**src/sv/tdtc_pkg.sv**
```systemverilog
`timescale 1ns / 1ps
package tdtc_pkg;

    localparam int DATA_W   = 32;
    localparam int OP_W     = 33;
    localparam int Q_W      = 42;
    localparam int MD_STEPS = 40;

    localparam logic [1:0] CMD_WRITE    = 2'd0;
    localparam logic [1:0] CMD_TO_TIME  = 2'd1;
    localparam logic [1:0] CMD_TO_DEPTH = 2'd2;
    localparam logic [1:0] CMD_VEL      = 2'd3;

    typedef struct packed {
        logic signed [DATA_W-1:0] time_val;
        logic signed [DATA_W-1:0] depth_val;
    } t_entry;

    typedef struct packed {
        logic signed [OP_W-1:0] a;
        logic signed [OP_W-1:0] b;
        logic signed [OP_W-1:0] c;
    } t_md_req;

endpackage

```
**src/sv/tdtc_mdu.sv**
```systemverilog
`timescale 1ns / 1ps
module tdtc_mdu import tdtc_pkg::*; (
    input  logic                  i_clk,
    input  logic                  i_rst_n,
    input  logic                  i_start,
    input  t_md_req               i_req,
    output logic                  o_done,
    output logic signed [Q_W-1:0] o_q
);

    localparam logic [1:0] P_IDLE = 2'd0;
    localparam logic [1:0] P_MUL  = 2'd1;
    localparam logic [1:0] P_CHK  = 2'd2;
    localparam logic [1:0] P_DIV  = 2'd3;
    localparam int CNT_W = $clog2(MD_STEPS + 1);

    function automatic logic [DATA_W-1:0] f_mag(input logic signed [OP_W-1:0] v);
        logic [OP_W-1:0] t;
        t = v[OP_W-1] ? -v : v;
        return t[DATA_W-1:0];
    endfunction

    logic [1:0]            r_phase, n_phase;
    logic                  r_done, n_done;
    logic [CNT_W-1:0]      r_cnt, n_cnt;
    logic                  r_neg, n_neg;
    logic                  r_sat, n_sat;
    logic [DATA_W-1:0]     r_ua, n_ua, r_ub, n_ub, r_uc, n_uc;
    logic [63:0]           r_prod, n_prod;
    logic [DATA_W-1:0]     r_rem, n_rem;
    logic [MD_STEPS-1:0]   r_quo, n_quo;
    logic [DATA_W:0]       w_trial;
    logic [MD_STEPS:0]     w_mag;

    assign w_trial = {r_rem, r_quo[MD_STEPS-1]};

    always_comb begin
        n_phase = r_phase;
        n_done  = 1'b0;
        n_cnt   = r_cnt;
        n_neg   = r_neg;
        n_sat   = r_sat;
        n_ua    = r_ua;
        n_ub    = r_ub;
        n_uc    = r_uc;
        n_prod  = r_prod;
        n_rem   = r_rem;
        n_quo   = r_quo;
        case (r_phase)
            P_IDLE: begin
                if (i_start) begin
                    n_ua    = f_mag(i_req.a);
                    n_ub    = f_mag(i_req.b);
                    n_uc    = f_mag(i_req.c);
                    n_neg   = i_req.a[OP_W-1] ^ i_req.b[OP_W-1] ^ i_req.c[OP_W-1];
                    n_phase = P_MUL;
                end
            end
            P_MUL: begin
                n_prod  = 64'(r_ua) * 64'(r_ub);
                n_phase = P_CHK;
            end
            P_CHK: begin
                if ({8'd0, r_prod[63:MD_STEPS]} >= r_uc) begin
                    n_sat   = 1'b1;
                    n_done  = 1'b1;
                    n_phase = P_IDLE;
                end else begin
                    n_sat   = 1'b0;
                    n_rem   = {8'd0, r_prod[63:MD_STEPS]};
                    n_quo   = r_prod[MD_STEPS-1:0];
                    n_cnt   = CNT_W'(MD_STEPS);
                    n_phase = P_DIV;
                end
            end
            P_DIV: begin
                if (w_trial >= {1'b0, r_uc}) begin
                    n_rem = DATA_W'(w_trial - {1'b0, r_uc});
                    n_quo = {r_quo[MD_STEPS-2:0], 1'b1};
                end else begin
                    n_rem = w_trial[DATA_W-1:0];
                    n_quo = {r_quo[MD_STEPS-2:0], 1'b0};
                end
                n_cnt = r_cnt - CNT_W'(1);
                if (r_cnt == CNT_W'(1)) begin
                    n_done  = 1'b1;
                    n_phase = P_IDLE;
                end
            end
            default: n_phase = P_IDLE;
        endcase
    end

    always_ff @(posedge i_clk) begin
        if (!i_rst_n) begin
            r_phase <= P_IDLE;
            r_done  <= 1'b0;
        end else begin
            r_phase <= n_phase;
            r_done  <= n_done;
        end
    end

    always_ff @(posedge i_clk) begin
        r_cnt  <= n_cnt;
        r_neg  <= n_neg;
        r_sat  <= n_sat;
        r_ua   <= n_ua;
        r_ub   <= n_ub;
        r_uc   <= n_uc;
        r_prod <= n_prod;
        r_rem  <= n_rem;
        r_quo  <= n_quo;
    end

    assign w_mag  = r_sat ? {1'b1, {MD_STEPS{1'b0}}} : {1'b0, r_quo};
    assign o_done = r_done;
    assign o_q    = r_neg ? -$signed({1'b0, w_mag}) : $signed({1'b0, w_mag});

endmodule
```
**config.mk**
```make
export PLATFORM = sky130hd
export DESIGN_NAME = tdtc_mdu
export DESIGN_NICKNAME = d
export VERILOG_FILES = /design/src/sv/tdtc_pkg.sv /design/src/sv/tdtc_mdu.sv
export SDC_FILE = /design/constraint.sdc
export NUM_CORES = 2
export LEC_CHECK = 0
export BUFFER_PORTS_ARGS = -buffer_cell sky130_fd_sc_hd__buf_2
export CAP_MARGIN = 40
export CORE_UTILIZATION = 60
export CTS_CLUSTER_SIZE = 14
export DETAILED_ROUTE_END_ITERATION = 12
export GPL_TIMING_DRIVEN = 0
export PLACE_DENSITY = 0.8
export SLEW_MARGIN = 20
export SYNTH_ARGS = -nofsm -noshare
export SYNTH_HDL_FRONTEND = slang
export SYNTH_SLANG_ARGS = --single-unit
```
**constraint.sdc**
```tcl
create_clock -name i_clk -period 9.55 [get_ports i_clk]
set_clock_uncertainty 0.05 [all_clocks]
set_input_delay 1.91 -clock i_clk [delete_from_list [all_inputs] [get_ports i_clk]]
set_output_delay 1.91 -clock i_clk [all_outputs]
set_load 0.01 [all_outputs]
```
-- Word-level counts from Yosys, hierarchy flattened
Cells that the tools add are included.
- bits in latches: 0
- input port bits: 102
- word-level logic and storage cells: 54
- memory bits (writable): 0
- memories: 0
- memory bits (read-only): 0
- register bits after elaboration: 243
- divide/modulo/power cells: 0
- shift operators: 0
- bitwise gates (word level): 2
- order comparisons: 2
- mux-type cells: 20
- add/subtract/negate cells: 6
- eq/ne operators: 7
- $mul: 1
- reduce and logical (&&, ||, !) cells: 5
- operators by type and width (kind ; number):
    $mux 32 ; 5
    $neg 32->32 ; 3
    $pmux 40 s2 ; 1
    $mul 32x32->64 ; 1
    $pmux 32 s2 ; 1
    $mux 42 ; 1
    $neg 41->42 ; 1
    $mux 41 ; 1
    $mux 40 ; 1
    $ge 33x32->1 ; 1
    $ge 24x32->1 ; 1
    $sub 32x32->32 ; 1
    $pmux 6 s2 ; 1
    $pmux 2 s4 ; 1
    $eq 6x1->1 const B ; 1
    $mux 2 ; 3
    $mux 6 ; 1
    $ne 2x2->1 const B ; 3
    $reduce_and 2->1 ; 3
    $sub 6x1->6 const B ; 1
    $eq 2x2->1 const B ; 2
    $mux 1 ; 3
    $eq 2x1->1 const B ; 1
    $logic_not 2->1 ; 1
    other kinds (3) ; 4

-- Longest topological paths before layout
- depth after elaboration: 3
- gate-level depth with buffers: 29
- mapped depth without buffers: 27

-- Least setup slack after synthesis
Ideal clock, no wire load.
- path kind: input -> register
- from: input i_start
- to: register r_neg, enable pin
- setup slack: -65 ps
- stages: 1
- arrival: 8873 ps
- library setup time: 691 ps
- cell sequence: nor3b_1
- longest elaborated chain between the ends: 1
- RTL lines (element ; line ; RTL):
    start: declaration ; tdtc_mdu.sv:5 ; input logic i_start,
    $reduce_and 2->1 (no line) ; - ;
    end signal: assignment ; tdtc_mdu.sv:106 ; r_neg <= n_neg;
    end: declaration ; tdtc_mdu.sv:26 ; logic r_neg, n_neg;
Every way passes these cells.
A chain may end at the register's enable or synchronous reset.

-- Final worst setup path
- from: register r_ub[6]
- to: register r_prod[58], data pin
- longest elaborated chain between the ends: 1
- RTL lines (element ; line ; RTL):
    start: declaration ; tdtc_mdu.sv:28 ; logic [DATA_W-1:0] r_ua, n_ua, r_ub, n_ub, r_uc, n_uc;
    start signal: assignment ; tdtc_mdu.sv:109 ; r_ub <= n_ub;
    $mul 32x32->64 ; tdtc_mdu.sv:60 ; n_prod = 64'(r_ua) * 64'(r_ub);
    end signal: assignment ; tdtc_mdu.sv:111 ; r_prod <= n_prod;
    end: declaration ; tdtc_mdu.sv:29 ; logic [63:0] r_prod, n_prod;
Every way passes these cells.

==> results.json <==
{
  "clk_path_buf_depth": 3,
  "crit_chain": "clkdlybuf4s15_1 > nand2_1 > fa_1 > fa_1 > inv_1 > fa_1 > inv_1 > fa_1 > inv_1 > fa_1 > fa_1 > fa_1 > fa_1 > ha_1 > clkbuf_1 > a21o_1 > a31o_2 > a221oi_1 > nand3_1 > a221oi_2 > o21ai_1 > a21oi_1 > nor3_1 > nor4b_1",
  "die_y_microns": 283,
  "htreeDepth": 1,
  "synth-edff-count": 240,
  "gr-total-overflow": 0,
  "hold_depth": 2,
  "fillCellCount": 6467,
  "worst-r2r-cell-count": 24,
  "cts.clk_slew.worst_paths_ns": 0.06,
  "drc": 0,
  "worst_slew_pin_slew_ns": 1.00,
  "r2r_end": "r_prod[58]",
  "status": "completed",
  "dp.cells": 6249,
  "synthSimpleGateAreaFrac": 0.174,
  "synth_cells": 5008,
  "synth_compound_area_frac": 0.0699,
  "ant_nets": 0,
  "fin_cells": 6328,
  "end_kind": "flip-flop",
  "slew_headroom": 0.333,
  "grt_pass1_wl_microns": 240000,
  "die_w_microns": 283,
  "tritoncts": "yes",
  "max_freq_mhz": 106,
  "critPathBufInv": 5,
  "cpMostUsedCell": "fa_1",
  "synthesis.nets": 6332,
  "nNetsFinal": 6577,
  "synth_cell_types": 67,
  "dr_total_vias": 37563,
  "layout-area-overhead-vs-synth_pct": 8.21,
  "critical-path-top-delay-family": "adder cells",
  "routedWlPerCell_microns": 25.6,
  "syn-cell-area_sq_um": 47200,
  "num_rows": 102,
  "rsz0062_at_grt": "false",
  "place_congestion": 1.05,
  "finalWorstSetupSlack_ns": 0.0944,
  "cts_sinks": 243,
  "reg2reg_slack_ns": 0.09,
  "vias_per_cell": 5.94,
  "maxCapViolations": 0,
  "arrival_ns": 9.79,
  "synth_top_family_by_area": "adder cells",
  "boundaryPins": 145,
  "io_buffers": 143,
  "r2r_start": "r_ub[6]",
  "critical-path-max-stage-delay_ns": 0.81,
  "cts_made_buffers": 28,
  "wirelength_microns": 162000,
  "layout-drive-gt1-share": 0.0533,
  "synth_flop_cell": "edfxtp_1",
  "finalHoldViolCount": 0,
  "synth_mux_area_frac": 0.00511,
  "period_share": 0.990,
  "hpwl_microns": 137000,
  "whs_endpoint": "r_quo[34]",
  "initial_utilization": 0.608,
  "track_usage": 0.418,
  "finalMaxSlewViolations": 0,
  "post_cts_buffers": 0,
  "preCtsSetupSlack_ns": -0.0850,
  "syn_avg_cell_area_sq_um": 9.43,
  "synth_xor_xnor_area_share": 0.0373,
  "crit_required_ns": 9.88,
  "hold_start": "r_prod[34]",
  "grt_max_degree": 46,
  "synth-async-reset-ratio": 0,
  "drt_iter0_drc": 3685,
  "finalSetupTns_ns": 0,
  "core_sq_um": 77700,
  "clk_latency_ns": 0.60,
  "synth_adder_area_share": 0.466,
  "setup_viol": 0,
  "grt_pass1_vias": 38420,
  "final_util": 0.658,
  "min_period_ns": 9.46,
  "crit_type": "reg2reg",
  "die-area_sq_um": 79900,
  "first_pass_iters": 8,
  "antenna_found_initial": 9,
  "synth_warnings": 0,
  "cp_max_fo": 10,
  "synth-seq-cells": 243,
  "cts_root_buf": "clkbuf_16",
  "slowest_stage": "clkdlybuf4s15_1",
  "min_path_type": "reg2reg",
  "yosysSeqAreaShare": 0.154,
  "start_kind": "flip-flop"
}
[worst reg2reg max path, delay by kind of cell, from the launching register on]
family / cells / cell delay [ns]
buffers and inverters: 5 / 1.16
flip-flops: 1 / 0.58
AND/OR/NAND/NOR: 4 / 0.84
adder cells (fa/ha/maj): 9 / 4.51
AO/OA/AOI/OAI: 6 / 2.08
[repair_timing]
item / CTS / global route
endpoints found under the setup margin: 3 / 3
gates resized for setup: 4 / 3
hold buffers: 0 / 0
[cells by family (layout without fill, tap and decap cells)]
logic type | after synthesis | after routing
other | 0 | 14
adder cells (fa/ha/maj) | 1222 | 1222
AO/OA/AOI/OAI | 513 | 513
multiplexers | 24 | 24
flip-flops | 243 | 243
XOR/XNOR | 201 | 201
AND/OR/NAND/NOR | 1625 | 1625
buffers and inverters | 1180 | 1446
[worst max path at each step]
stage | start | end | slack [ns] | cells past startpoint
floorplan | r_ub[17] | r_prod[57] | 1.94 | 25
global placement | r_ub[10] | r_prod[57] | -0.13 | 23
detailed placement | r_ua[13] | r_prod[58] | -0.08 | 24
CTS | r_ua[16] | r_prod[57] | 0.05 | 23
global route | r_ub[6] | r_prod[60] | 0.02 | 24
finish | r_ub[6] | r_prod[58] | 0.09 | 24
[synth_stat cells, types with 5 or more instances]
cell type | number | area share
nor3b_1 | 8 | 0.0013
fa_1 | 897 | 0.38
a21o_1 | 58 | 0.0092
nand2b_1 | 14 | 0.0019
inv_1 | 919 | 0.073
nor2_1 | 102 | 0.0081
o211ai_1 | 12 | 0.0019
nor4_1 | 17 | 0.0023
a211oi_1 | 13 | 0.0021
a21boi_0 | 6 | 0.00095
and2_1 | 602 | 0.080
and4_1 | 5 | 0.00093
o2bb2ai_1 | 6 | 0.0011
nand3_1 | 23 | 0.0024
o21ai_0 | 144 | 0.015
or4_1 | 16 | 0.0025
o21a_1 | 14 | 0.0022
a31oi_1 | 12 | 0.0016
and3_1 | 10 | 0.0013
o31ai_1 | 35 | 0.0056
clkbuf_1 | 258 | 0.021
o221ai_1 | 5 | 0.00093
mux2i_1 | 23 | 0.0049
a31o_2 | 5 | 0.00093
o41ai_1 | 17 | 0.0032
or3_1 | 29 | 0.0038
a211o_1 | 5 | 0.00093
nor3_1 | 35 | 0.0037
a311oi_1 | 6 | 0.0011
nand4_1 | 22 | 0.0029
nand2_1 | 692 | 0.055
o21bai_1 | 24 | 0.0038
nand3b_1 | 6 | 0.00095
ha_1 | 325 | 0.086
xnor2_1 | 160 | 0.030
a21oi_1 | 119 | 0.013
xor2_1 | 41 | 0.0076
edfxtp_1 | 240 | 0.15
nor2b_1 | 26 | 0.0034
[flip-flops by register name, summed over array words and instances (netlist names)]
| register | flops |
|---|---|
| r_uc | 32 |
| r_quo | 40 |
| r_rem | 32 |
| r_ua | 32 |
| r_ub | 32 |
| o_done | 1 |
| r_cnt | 6 |
| r_sat | 1 |
| r_phase | 2 |
| r_neg | 1 |
| r_prod | 64 |
[layout make-up]
class / instances / area (sq um) / area share
Multi-Input combinational cell: 3585 / 35600 / 0.696
Sequential cell: 243 / 7270 / 0.142
Inverter: 919 / 3450 / 0.0675
Timing Repair Buffer: 215 / 1580 / 0.0308
Tap cell: 1040 / 1300 / 0.0255
Buffer: 261 / 990 / 0.0194
Clock buffer: 32 / 716 / 0.0140
Clock inverter: 19 / 206 / 0.00404
Antenna cell: 14 / 35.0 / 0.000685
[per-stage QoR]
step / instance area (sq um) / hold WS [ns]
5_1_grt: 51100 / 0.473
3_5_place_dp: 50000 / 0.448
2_1_floorplan: 47200 / 0.441
4_1_cts: 50900 / 0.459
6_report: 51100 / 0.463
3_3_place_gp: 49300 / 0.447
[per-layer routing]
metal | wire, microns | global-route usage | share of wire
met1 | 61700 | 0.543 | 0.38
met2 | 71200 | 0.644 | 0.44
met3 | 21400 | 0.148 | 0.13
met4 | 7740 | 0.157 | 0.048
met5 | 184 | 0.0122 | 0.0011
[placed cells by master, fill, tap and decap left out, types with 23 or more instances in the layout]
master / instances
inv_1: 919
fa_1: 897
nand2_1: 692
and2_1: 602
ha_1: 325
clkbuf_1: 258
edfxtp_1: 240
xnor2_1: 160
buf_2: 145
o21ai_0: 143
a21oi_1: 119
nor2_1: 102
a21o_1: 58
buf_6: 56
xor2_1: 41
nor3_1: 35
o31ai_1: 35
or3_1: 29
clkbuf_16: 28
nor2b_1: 25
o21bai_1: 24
nand3_1: 23
mux2i_1: 23
Power is not shown: default switching activity piles up to over one toggle a cycle in this logic, so the estimate is an artifact.
